<file path="src/rtl/alsl_pkg.sv">
// Package for the allow list with strike lockout block.
// Holds field widths, operation codes, default table depths and the
// token structs that travel along the cell chains. No dependencies.
`default_nettype none

package alsl_pkg;

  localparam int ALLOW_DEPTH_DEF  = 64;
  localparam int STRIKE_DEPTH_DEF = 32;

  localparam int ID_W  = 32;
  localparam int OP_W  = 2;
  localparam int CNT_W = 8;

  localparam logic [CNT_W-1:0] CNT_MAX   = 8'hFF;
  localparam logic [CNT_W-1:0] CNT_FIRST = 8'd1;
  localparam logic [CNT_W-1:0] THR_RESET = 8'd3;

  localparam logic [OP_W-1:0] OP_ADD    = 2'd0;
  localparam logic [OP_W-1:0] OP_QUERY  = 2'd1;
  localparam logic [OP_W-1:0] OP_REPORT = 2'd2;

  typedef struct packed {
    logic            v;
    logic [ID_W-1:0] key;
    logic            hit;
  } atok_t;

  typedef struct packed {
    logic            v;
    logic [ID_W-1:0] key;
    logic            hit;
    logic            lock;
  } stok_t;

endpackage

`default_nettype wire

</file>
<file path="src/rtl/alsl_acell.sv">
// One allow table cell: holds one identifier and compares it against
// the search token passing by. Depends on alsl_pkg.
`default_nettype none

module alsl_acell import alsl_pkg::*; #(
  parameter int IDX = 0,
  parameter int UW  = 7
) (
  input  wire logic            clk,
  input  wire logic            rst_n,
  input  wire logic [UW-1:0]   used,
  input  wire logic            wr_en,
  input  wire logic [ID_W-1:0] wr_id,
  input  wire atok_t           tok_in,
  output atok_t                tok_out
);

  logic [ID_W-1:0] id_r;
  atok_t           tok_r;
  logic            occ;
  logic            match;

  assign occ   = UW'(IDX) < used;
  assign match = tok_in.v & occ & (id_r == tok_in.key);

  always_ff @(posedge clk) begin
    if (wr_en && (used == UW'(IDX))) begin
      id_r <= wr_id;
    end
  end

  always_ff @(posedge clk) begin
    if (!rst_n) begin
      tok_r.v <= 1'b0;
    end else begin
      tok_r.v <= tok_in.v;
    end
    tok_r.key <= tok_in.key;
    tok_r.hit <= tok_in.hit | match;
  end

  assign tok_out = tok_r;

endmodule

`default_nettype wire

</file>
<file path="config.mk">
export PLATFORM = sky130hd
export DESIGN_NAME = alsl_acell
export DESIGN_NICKNAME = d
export VERILOG_FILES = /design/src/rtl/alsl_pkg.sv /design/src/rtl/alsl_acell.sv
export SDC_FILE = /design/constraint.sdc
export NUM_CORES = 1
export LEC_CHECK = 0
export BUFFER_PORTS_ARGS = -buffer_cell sky130_fd_sc_hd__buf_2
export CORE_MARGIN = 2
export CORE_UTILIZATION = 47
export CTS_CLUSTER_DIAMETER = 40
export DETAILED_ROUTE_END_ITERATION = 6
export GPL_TIMING_DRIVEN = 0
export PLACE_DENSITY = 0.84
export SETUP_SLACK_MARGIN = 0.5
export SLEW_MARGIN = 20
export SYNTH_ARGS = -nofsm -noshare
export SYNTH_HDL_FRONTEND = slang
export SYNTH_SLANG_ARGS = --single-unit
</file>
<file path="constraint.sdc">
create_clock -name clk -period 4.15 [get_ports clk]
set_input_delay 1.245 -clock clk [delete_from_list [all_inputs] [get_ports clk]]
set_output_delay 1.245 -clock clk [all_outputs]
set_load 0.05 [all_outputs]
</file>
Yosys cells after proc, flatten, opt, wreduce, memory -nomap -nowiden
Index checks and enable logic that the tools add are counted.
{"block": "totals", "reg_bits": 66, "inputBits": 76, "output_inout_bits": 34, "wordCells": 11}
{"block": "classes", "n_lt_le_gt_ge": 1, "eq_ne": 1, "bitwise_logic": 3, "n_reduce_logical": 2}
{"cell": "32-bit == test", "n": 1}
{"cell": "7-bit zero test", "n": 1}
{"cell": "1-bit by 7-bit < comparator with 1-bit output (first input constant)", "n": 1}
{"cell": "1-bit bitwise AND", "n": 2}
{"cell": "1-bit logical AND", "n": 1}
{"cell": "1-bit OR", "n": 1}

Longest topological paths before layout
{"block": "depth", "word_depth": 4, "mapped_depth": 4}

Least setup slack after synthesis
No wires, ideal clock.
{"block": "synth_path", "kind": "input-to-reg", "from": "in used[3]", "to": "reg id_r[0] (enable)", "arrival_ns": 2.467, "setup_slack_ns": 1.309, "cell_stages": 3, "cell_sequence": "or4_1 nor4_2 and2_2"}
{"block": "synth_between", "elab_chain_cells": 2}
{"element": "from (decl)", "line_no": "alsl_acell.sv:11", "rtl": "input wire logic [UW-1:0] used,"}
{"element": "7-bit zero test", "line_no": "alsl_acell.sv:27", "rtl": "if (wr_en && (used == UW'(IDX))) begin"}
{"element": "1-bit logical AND", "line_no": "alsl_acell.sv:27"}
{"element": "to (signal assigned)", "line_no": "alsl_acell.sv:28", "rtl": "id_r <= wr_id;"}
{"element": "to (decl)", "line_no": "alsl_acell.sv:18", "rtl": "logic [ID_W-1:0] id_r;"}
Every way passes these cells.
A chain may end at the register's enable or synchronous reset.

Worst setup path after layout
{"block": "layout_path", "from": "in used[3]", "to": "reg id_r[3] (enable)"}
The elaborated chain is that of the path after synthesis.

==> metrics.md <==
| Metric | Value |
|---|---|
| Final Cycle Share | `0.6718` |
| Worst rel slew slack | `0.5066` |
| Met1 Use GR | `0.1731` |
| Input/output buffers | `109` |
| Die Y | `69.73 microns` |
| Slew @ Worst Pin | `0.7400 ns` |
| Slew Limit Fails | `0` |
| Clock Sink Count | `66` |
| # setup viols final | `0` |
| CP Buf/Inv Count | `1` |
| Status | `completed` |
| Clock Skew | `0.008765 ns` |
| Global route hottest layer | `met2` |
| Crit start category | `input port` |
| Arrival @ worst endpoint | `2.73 ns` |
| Die Wd | `69.73 microns` |
| Initial antenna violation count | `0` |
| Vias | `1,303` |
| Syn_area_per_cell | `17.81 sq um` |
| Sequential cell area fraction in the yosys report | `0.8084` |
| Crit-path max FO | `32` |
| Pwr per Cell Area | `462.6 mW/mm^2` |
| Max Cap Viol | `0` |
| Fin area | `0.002805 sq mm` |
| Clock transition at the registers of the reported paths | `0.07 ns` |
| Final ANT Viol Nets | `0` |
| # IOs | `110` |
| 1st-pass router iterations | `4` |
| Primary FF master, synth | `dfxtp_1` |
| First-pass GRT wire length | `6423 microns` |
| Root Buffer Master | `clkbuf_8` |
| Worst Hold Class | `reg2reg` |
| Share of layout cells above drive strength 1 | `0.5188` |
| Gr ovfl total | `0` |
| Synth top area cells | `edfxtp_1, dfxtp_1, xnor2_1` |
| # Post-CTS Setup Buffers | `0` |
| CTS tree | `yes` |
| Synth Instances | `114` |
| Ys async rst share | `0` |
| WP depth | `4` |
| Core Region | `0.004086 sq mm` |
| RSZ-0062 raised after global routing | `false` |
| Post-synth top area share | `0.4732` |
| Area after DPL | `0.002639 sq mm` |
| Vias in the first global route | `1,452` |
| EDFF count, synth | `32` |
| P_leak | `1.174 nW` |
| Fin crit period | `2.788 ns` |
| Total Routing Usage GR | `0.1779` |
| Final worst slack | `1.362 ns` |
| Max IR drop VDD | `0.0003094 V` |
| CTS H-tree depth | `3` |
| Initial Utilization | `0.4969` |
| # rows | `23` |
| Diode count | `0` |
| CP peak stage delay | `0.68 ns` |
| Cell type with the largest total area after synthesis | `edfxtp_1` |
| PostCTS Resize Cnt | `0` |
| Cell area after synthesis | `0.002031 sq mm` |
| DR vias/cell | `4.509` |
| CTS Hold Bufs | `0` |
| Worst r2r path cells | `4` |
| Clk buf depth | `2` |
| Drc violations | `0` |
| Fmax | `358.7 MHz` |
| Hold Path Stages | `4` |
| Setup crit end kind | `flip-flop` |
| Area growth syn-to-layout | `38.14%` |
| Worst Path Required | `4.09 ns` |
| Crit path cell chain | `buf_2 > or4_1 > nor4_2 > and2_2` |
| CP max-delay cell | `and2_2` |
| Grt met2 use | `0.3333` |
| Drt wl/cell | `14.12 microns` |
| Pre-CTS setup slack | `1.029 ns` |
| Register bit total from synthesis | `66` |
| Count leader, synth | `dfxtp_1` |
| Crit path kind | `in2reg` |
| Fin Hold WS | `0.7279 ns` |
| Hpwl dp | `3113 microns` |
| Hold Violations, Final | `0` |
| Worst-Skew Late Latency | `0.32 ns` |
| Initial DRC count | `42` |
| Synth cell types | `13` |
| Met3 Resource Use GR | `0.05669` |
| Yosys warns | `0` |
| Final net count | `310` |
| Routed WL | `4081 microns` |
| FILL cells | `289` |
| TritonCTS Buffers | `9` |
| Delay-heaviest family, CP | `simple AND/OR/NAND/NOR gates` |
| Full die area | `0.004862 sq mm` |
| Synth top cells by count | `dfxtp_1, edfxtp_1, xnor2_1` |
| Routability-driven placement congestion ratio | `0.6624` |
| Largest net degree at the start of global routing | `33` |
| Syn nets | `190` |
| Setup Total Neg Slack | `0 ns` |
==> worst min-delay path: cells and delay by family (launching register included) <==
family | cells | cell delay, ns
DFF | 1 | 0.34
xor gates and xnor gates | 1 | 0.06
AOI/OAI and AO/OA | 1 | 0.17
and+or+nand+nor | 2 | 0.12
==> kinds of logic after synthesis <==
family | after synthesis | share of synthesized area
flip-flops | 66 | 0.8084
AO/OA/AOI/OAI | 1 | 0.004314
AND/OR/NAND/NOR | 15 | 0.04929
XOR/XNOR | 32 | 0.1380
==> per-layer routing <==
layer  vias up  routed length (microns)
met3         5                      320
met5         -                        0
met4         0                       36
met2        60                     2302
li1        646                        -
met1       592                     1422
==> state kept, by name (all words and copies together), names as in the netlist <==
signal	count
tok_out	34
id_r	32
==> power breakdown <==
group	total, mW	switching, mW	internal (mW)
sequential	0.705	0.00428	0.700
clock	0.453	0.221	0.232
combinational	0.140	0.0916	0.0484
==> worst paths after layout <==
| check | startpoint | end | slack (ns) |
|---|---|---|---|
| max | used[3] | id_r[3]$_DFFE_PP_ | 1.36 |
| min | id_r[12]$_DFFE_PP_ | tok_out[0]$_DFF_P_ | 0.73 |
| max reg2reg | id_r[5]$_DFFE_PP_ | tok_out[0]$_DFF_P_ | 2.86 |
| min reg2reg | id_r[12]$_DFFE_PP_ | tok_out[0]$_DFF_P_ | 0.73 |
==> stage by stage <==
stage / std cells / utilization / total power [mW]
floorplan: 114 / - / 0.7991
global placement: 273 / 0.6457 / 0.8558
detailed placement: 273 / 0.6457 / 0.8597
CTS: 289 / 0.6865 / 1.309
global route: 289 / 0.6865 / 1.348
finish: 289 / 0.6865 / 1.298
==> cell usage in the layout, fill, tap and decap left out, drive strengths merged <==
| master | n |
|---|---|
| a31o | 1 |
| and2 | 2 |
| buf | 109 |
| clkbuf | 13 |
| clkinv | 2 |
| clkinvlp | 1 |
| dfxtp | 34 |
| edfxtp | 32 |
| nand3 | 1 |
| nand4 | 7 |
| nor3 | 1 |
| nor4 | 3 |
| or4 | 1 |
| xnor2 | 30 |
| xor2 | 2 |
==> layout make-up <==
| cell class | count | area, sq um | area share |
|---|---|---|---|
| Clock buffer | 13 | 148.9 | 0.05308 |
| Clock inverter | 3 | 17.52 | 0.006244 |
| Multi-Input combinational cell | 48 | 389.1 | 0.1387 |
| Sequential cell | 66 | 1642 | 0.5852 |
| Tap cell | 50 | 62.56 | 0.02230 |
| Timing Repair Buffer | 109 | 545.5 | 0.1945 |
No activity file was read; power rests on OpenSTA's default activity.
