### src/rtl/alsl_pkg.sv
// Package for the allow list with strike lockout block.
// Holds field widths, operation codes, default table depths and the
// token structs that travel along the cell chains. No dependencies.
`default_nettype none

package alsl_pkg;

  localparam int ALLOW_DEPTH_DEF  = 64;
  localparam int STRIKE_DEPTH_DEF = 32;

  localparam int ID_W  = 32;
  localparam int OP_W  = 2;
  localparam int CNT_W = 8;

  localparam logic [CNT_W-1:0] CNT_MAX   = 8'hFF;
  localparam logic [CNT_W-1:0] CNT_FIRST = 8'd1;
  localparam logic [CNT_W-1:0] THR_RESET = 8'd3;

  localparam logic [OP_W-1:0] OP_ADD    = 2'd0;
  localparam logic [OP_W-1:0] OP_QUERY  = 2'd1;
  localparam logic [OP_W-1:0] OP_REPORT = 2'd2;

  typedef struct packed {
    logic            v;
    logic [ID_W-1:0] key;
    logic            hit;
  } atok_t;

  typedef struct packed {
    logic            v;
    logic [ID_W-1:0] key;
    logic            hit;
    logic            lock;
  } stok_t;

endpackage

`default_nettype wire

### src/rtl/alsl_scell.sv
// One strike table cell: holds an identifier and its saturating count,
// bumps it when a report or traced query token matches. Uses alsl_pkg.
`default_nettype none

module alsl_scell import alsl_pkg::*; #(
  parameter int IDX = 0,
  parameter int UW  = 6
) (
  input  wire logic             clk,
  input  wire logic             rst_n,
  input  wire logic [UW-1:0]    used,
  input  wire logic [CNT_W-1:0] thr,
  input  wire logic             new_en,
  input  wire logic [ID_W-1:0]  new_id,
  input  wire stok_t            tok_in,
  output stok_t                 tok_out
);

  logic [ID_W-1:0]  id_r;
  logic [CNT_W-1:0] cnt_r;
  logic [CNT_W-1:0] cnt_inc;
  stok_t            tok_r;
  logic             occ;
  logic             upd;

  assign occ     = UW'(IDX) < used;
  assign upd     = tok_in.v & ~tok_in.hit & occ & (id_r == tok_in.key);
  assign cnt_inc = (cnt_r == CNT_MAX) ? cnt_r : cnt_r + CNT_FIRST;

  always_ff @(posedge clk) begin
    if (new_en && (used == UW'(IDX))) begin
      id_r  <= new_id;
      cnt_r <= CNT_FIRST;
    end else if (upd) begin
      cnt_r <= cnt_inc;
    end
  end

  always_ff @(posedge clk) begin
    if (!rst_n) begin
      tok_r.v <= 1'b0;
    end else begin
      tok_r.v <= tok_in.v;
    end
    tok_r.key  <= tok_in.key;
    tok_r.hit  <= tok_in.hit | upd;
    tok_r.lock <= tok_in.hit ? tok_in.lock : (upd & (cnt_inc >= thr));
  end

  assign tok_out = tok_r;

endmodule

`default_nettype wire

### config.mk
export PLATFORM = sky130hd
export DESIGN_NAME = alsl_scell
export DESIGN_NICKNAME = d
export VERILOG_FILES = /design/src/rtl/alsl_pkg.sv /design/src/rtl/alsl_scell.sv
export SDC_FILE = /design/constraint.sdc
export NUM_CORES = 1
export LEC_CHECK = 0
export ABC_AREA = 1
export CAP_MARGIN = 30
export CORE_AREA = 2 2 95 97
export CTS_CLUSTER_DIAMETER = 30
export DETAILED_ROUTE_END_ITERATION = 6
export DIE_AREA = 0 0 97 99
export DONT_BUFFER_PORTS = 1
export PLACE_DENSITY = 0.51
export SLEW_MARGIN = 20
export SYNTH_ARGS = -nofsm -noshare
export SYNTH_HDL_FRONTEND = slang
export SYNTH_SLANG_ARGS = --single-unit
### constraint.sdc
create_clock -name clk -period 3.1 [get_ports clk]
set_clock_uncertainty 0.2 [all_clocks]
set_input_delay 0.62 -clock clk [delete_from_list [all_inputs] [get_ports clk]]
set_output_delay 0.62 -clock clk [all_outputs]
set_load 0.02 [all_outputs]
# After elaboration in Yosys (flattened, before gate mapping)
# Index checks and enable logic that the tools add are counted.
# Widths: inputs -> output; s select.
# op_classes
n_addsub	1
n_lt_le_gt_ge	2
n_reduce_logical	2
n_mux	2
bitwise	6
eq_ne	2
# op_table
cell	count
$eq 32x32->1	1
$add 8x1->8 const B	1
$eq 8x8->1 const B	1
$ge 8x8->1	1
$mux 8	1
$logic_not 6->1	1
$lt 1x6->1 const A	1
$and 1x1->1	4
$logic_and 1x1->1	1
$mux 1	1
$not 1->1	1
$or 1x1->1	1
# word_totals
out_inout_bits	35
input_bits	84
regBits	75
word_cells	21

# Longest topological paths before layout
# depth
depth_word	6
mapped_depth	15
depth_no_buf	15

# Worst setup path before layout
# Ideal clock, no wire load.
# synth_path
kind	input to register
startpoint	in used[2]
endpoint	reg id_r[0] (enable)
setup_time_ps	387
stages	5
slack_ps	860
path_buffers	0
required_ps	2513
t_arrival_ps	1654
cell_sequence	nor2_1 > nand3_1 > inv_1 > nand2_2 > inv_1
# synth_via
elab_chain_cells	2
# synth_lines
item	line	text
start, declared	alsl_scell.sv:11	input wire logic [UW-1:0] used,
$logic_not 6->1	alsl_scell.sv:31	if (new_en && (used == UW'(IDX))) begin
$logic_and 1x1->1	alsl_scell.sv:31	
end signal, assigned	alsl_scell.sv:32	id_r <= new_id;
end, declared	alsl_scell.sv:19	logic [ID_W-1:0] id_r;
# No other way between the ends.
# A chain may end at the register's enable or synchronous reset.

# Worst setup path in the final report
# layout_path
startpoint	reg cnt_r[0]
endpoint	reg tok_r, in the netlist tok_out[0]
# layout_via
elab_chain_cells	5
word_cells_on_any_way	6
classes_between	1 x add/sub; 1 x order compare; 1 x eq/ne; 2 x mux; 1 x bitwise
# layout_lines
item	line	text
start, declared	alsl_scell.sv:20	logic [CNT_W-1:0] cnt_r;
start signal, assigned	alsl_scell.sv:35	cnt_r <= cnt_inc;
$add 8x1->8 or $eq 8x8->1 (tied branches)	alsl_scell.sv:28	assign cnt_inc = (cnt_r == CNT_MAX) ? cnt_r : cnt_r + CNT_FIRST;
$mux 8 *	alsl_scell.sv:28	
$ge 8x8->1 *	alsl_scell.sv:47	tok_r.lock <= tok_in.hit ? tok_in.lock : (upd & (cnt_inc >= thr));
$and 1x1->1 *	alsl_scell.sv:47	
$mux 1 *	alsl_scell.sv:47	
end, declared	alsl_scell.sv:22	stok_t tok_r;
# Every way passes the cells marked *; elsewhere a longest branch is shown, timed or not.

==> metrics.md <==
| Metric | Value |
|---|---|
| CP Max Fanout | `8` |
| Clock transition at path regs | `80 ps` |
| Final GP Congestion | `0.834` |
| WP data required | `3200 ps` |
| Htree depth | `3` |
| Largest net degree at the start of global routing | `29` |
| Terminus of the critical flop-to-flop path | `tok_out[0]$_DFF_P_` |
| Detailed router's first-iteration violation count | `95` |
| Pre-CTS WS | `628 ps` |
| Final worst path period share | `0.794` |
| Routed vias/inst | `4.42` |
| Ant. Diodes | `0` |
| Sequential share of the synthesized area | `0.521` |
| Std-Cell Core Area | `8550 um2` |
| Global-route wire length before repair | `11.6 mm` |
| Leakage | `2.03 nW` |
| Clk sinks | `75` |
| Syn nets | `552` |
| Grt ovf | `0` |
| DRT Pass-1 Iters | `4` |
| Synthesized area | `3500 um2` |
| Aggregate global-route resource usage | `0.157` |
| Cells along the critical path | `ha_1, nand2_1, inv_1, nand3_4, xor2_1, inv_1, ha_1, inv_1, a21boi_0, nor2_1, o21ai_0, nand2_1, nand3_1, nand3_1, nand2_1` |
| Clock latency on the worst-skew pair | `340 ps` |
| Die W | `97 um` |
| Max Clock Freq | `406 MHz` |
| Initial core utilization | `0.409` |
| Synth warn | `0` |
| R2r worst-path depth | `15` |
| CP max stage cell | `dfxtp_1` |
| Critical path capture point type | `register` |
| Minimum clock period | `2460 ps` |
| Synth-to-Final Area Change | `10.3%` |
| Outcome | `completed` |
| Die Y | `99 um` |
| IO Pins | `119` |
| Worst Max-Slew Pin Slew | `260 ps` |
| Peak supply drop | `0.301 mV` |
| Finished Core Util | `0.452` |
| Share of cells above drive strength 1 | `0.0714` |
| Max-slew violations | `0` |
| TritonCTS Buffers | `9` |
| Initial antenna violation count | `0` |
| Max incr delay on CP | `400 ps` |
| Post-CTS Setup Bufs | `0` |
| Fin. Hold Viols | `0` |
| Data arrival, critical path | `2560 ps` |
| Pwr Total | `2.02 mW` |
| CP startpoint kind | `register` |
| # DRC | `0` |
| Crit path capture | `tok_out[0]$_DFF_P_` |
| Final WL | `7.28 mm` |
| Cell count after placement | `568` |
| RSZ-0062 raised after global routing | `no` |
| Reg2reg start | `cnt_r[0]$_SDFFE_PP1P_` |
| Flops & latches, synth | `75` |
| Rows | `34` |
| IO Port Bufs | `0` |
| Via count | `2581` |
| TritonCTS clock tree | `yes` |
| CTS Buffer Depth | `2` |
| Number of max-cap violations | `0` |
| Power Density | `524 nW/um2` |
| PostCTS Resize Cnt | `0` |
| DIE AREA | `9600 um2` |
| Post-Synthesis Cells | `459` |
| Crit path kind | `register to register` |
| Number of nets in the layout | `564` |
| Dpl hpwl | `5.88 mm` |
| Vias in the first global route | `2598` |
| Root buffer cell | `clkbuf_8` |
| R2r setup slk | `640 ps` |
| Fill cells | `861` |
| Final Non-Filler Cells | `584` |
| Worst min-delay path class | `primary input to register` |
| Worst setup margin | `640 ps` |
| Sum Neg Setup Slack | `0 ps` |
| Crit path from | `cnt_r[0]$_SDFFE_PP1P_` |
| Post-synth cell types | `27` |
| Cts hold-fix bufs | `0` |
| Routed len/inst | `12.5 um` |
| Max_slew headroom | `0.827` |
| Syn_area_per_cell | `7.62 um2` |
| Routed Antenna Nets | `0` |
| Final setup viols | `0` |
==> state kept, by name (all words and copies together) (netlist names) <==
signal / count
tok_out: 35
id_r: 32
cnt_r: 8
==> where the power goes <==
group / internal (mW) / switching (mW)
clock: 0.420 / 0.342
combinational: 0.0592 / 0.0911
sequential: 1.06 / 0.0484
==> worst min-delay path by stage <==
stage,endpoint,start,slack [ps],cells after the start
2_1_floorplan,cnt_r[6]$_SDFFE_PP0P_,cnt_r[6]$_SDFFE_PP0P_,260,2
3_3_place_gp,cnt_r[6]$_SDFFE_PP0P_,cnt_r[6]$_SDFFE_PP0P_,270,2
3_5_place_dp,cnt_r[6]$_SDFFE_PP0P_,cnt_r[6]$_SDFFE_PP0P_,280,2
4_1_cts,tok_out[15]$_DFF_P_,tok_in[15],70,0
5_1_grt,tok_out[21]$_DFF_P_,tok_in[21],60,0
6_report,tok_out[21]$_DFF_P_,tok_in[21],90,0
==> cell usage in the layout (no fill, tap or decap), types with 2 or more instances in the layout <==
cell type and count:
clkinv_4 2, nand3_1 19, clkbuf_8 11, nand2_1 159
nor2_2 2, nor3_1 2, clkbuf_1 2, nand3_2 2
dfxtp_1 43, nand2_2 4, ha_1 9, nand4_1 2
clkinv_1 3, xnor2_1 4, edfxtp_1 32, nor2_1 61
inv_1 92, a21oi_1 3, o21ai_1 3, nand3b_1 2
o21ai_0 2, inv_2 6, xor2_1 2
==> final cells by class <==
| class | instances | area (um2) | area share |
|---|---|---|---|
| Clock buffer | 13 | 159 | 0.0412 |
| Clock inverter | 3 | 47.5 | 0.0123 |
| Inverter | 101 | 379 | 0.0982 |
| Multi-Input combinational cell | 283 | 1300 | 0.336 |
| Sequential cell | 75 | 1820 | 0.472 |
| Tap cell | 108 | 135 | 0.0350 |
| Timing Repair Buffer | 1 | 20.0 | 0.00518 |
==> kinds of logic after synthesis <==
logic type,after synthesis,synth area share
simple gates,256,0.303
buf+inv,101,0.108
flops,75,0.521
compound gates,12,0.0207
fa+ha+maj,9,0.0322
xor+xnor,6,0.0150
==> through the flow <==
stage	hold WS [ps]	area [um2]
detailed placement	280	3650
CTS	74.3	3860
global placement	269	3650
global route	65.0	3860
floorplan	255	3500
finish	93.6	3860
==> synthesized netlist by cell type <==
cell | instances | share of area
edfxtp_1 | 32 | 0.27
inv_2 | 6 | 0.0064
nor2_4 | 1 | 0.0032
o21ai_2 | 1 | 0.0025
a21oi_2 | 1 | 0.0025
nor3_4 | 1 | 0.0046
nor2_2 | 2 | 0.0036
nand3_1 | 19 | 0.027
nand3_2 | 2 | 0.0057
inv_1 | 92 | 0.099
clkinv_1 | 3 | 0.0032
o21ai_0 | 2 | 0.0029
nand2_1 | 159 | 0.17
ha_1 | 9 | 0.032
xor2_1 | 2 | 0.0050
a21boi_0 | 1 | 0.0021
o31ai_1 | 1 | 0.0021
nand3_4 | 1 | 0.0050
dfxtp_1 | 43 | 0.25
nand4_1 | 2 | 0.0036
nor3_1 | 2 | 0.0029
nand3b_1 | 2 | 0.0043
xnor2_1 | 4 | 0.010
nor2_1 | 61 | 0.065
nand2_2 | 4 | 0.0071
a21oi_1 | 3 | 0.0043
o21ai_1 | 3 | 0.0043
==> critical path: cells and delay by family, from the launching register on <==
kind	cells	cell delay (ps)
and+or+nand+nor	7	580
adders and majority gates	2	470
DFF	1	400
AOI/OAI and AO/OA	2	300
buffers and inverters	3	270
xor gates and xnor gates	1	200
==> metal layers <==
metal / share of wire / vias up / wire length [um] / track usage
met4: 0.013 / 0 / 93 / 0.0520
met1: 0.46 / 1098 / 3360 / 0.189
met2: 0.45 / 82 / 3310 / 0.254
li1: - / 1393 / - / -
met5: 0 / - / 0 / 0
met3: 0.071 / 8 / 518 / 0.0681
No activity file was read; power rests on OpenSTA's default activity.
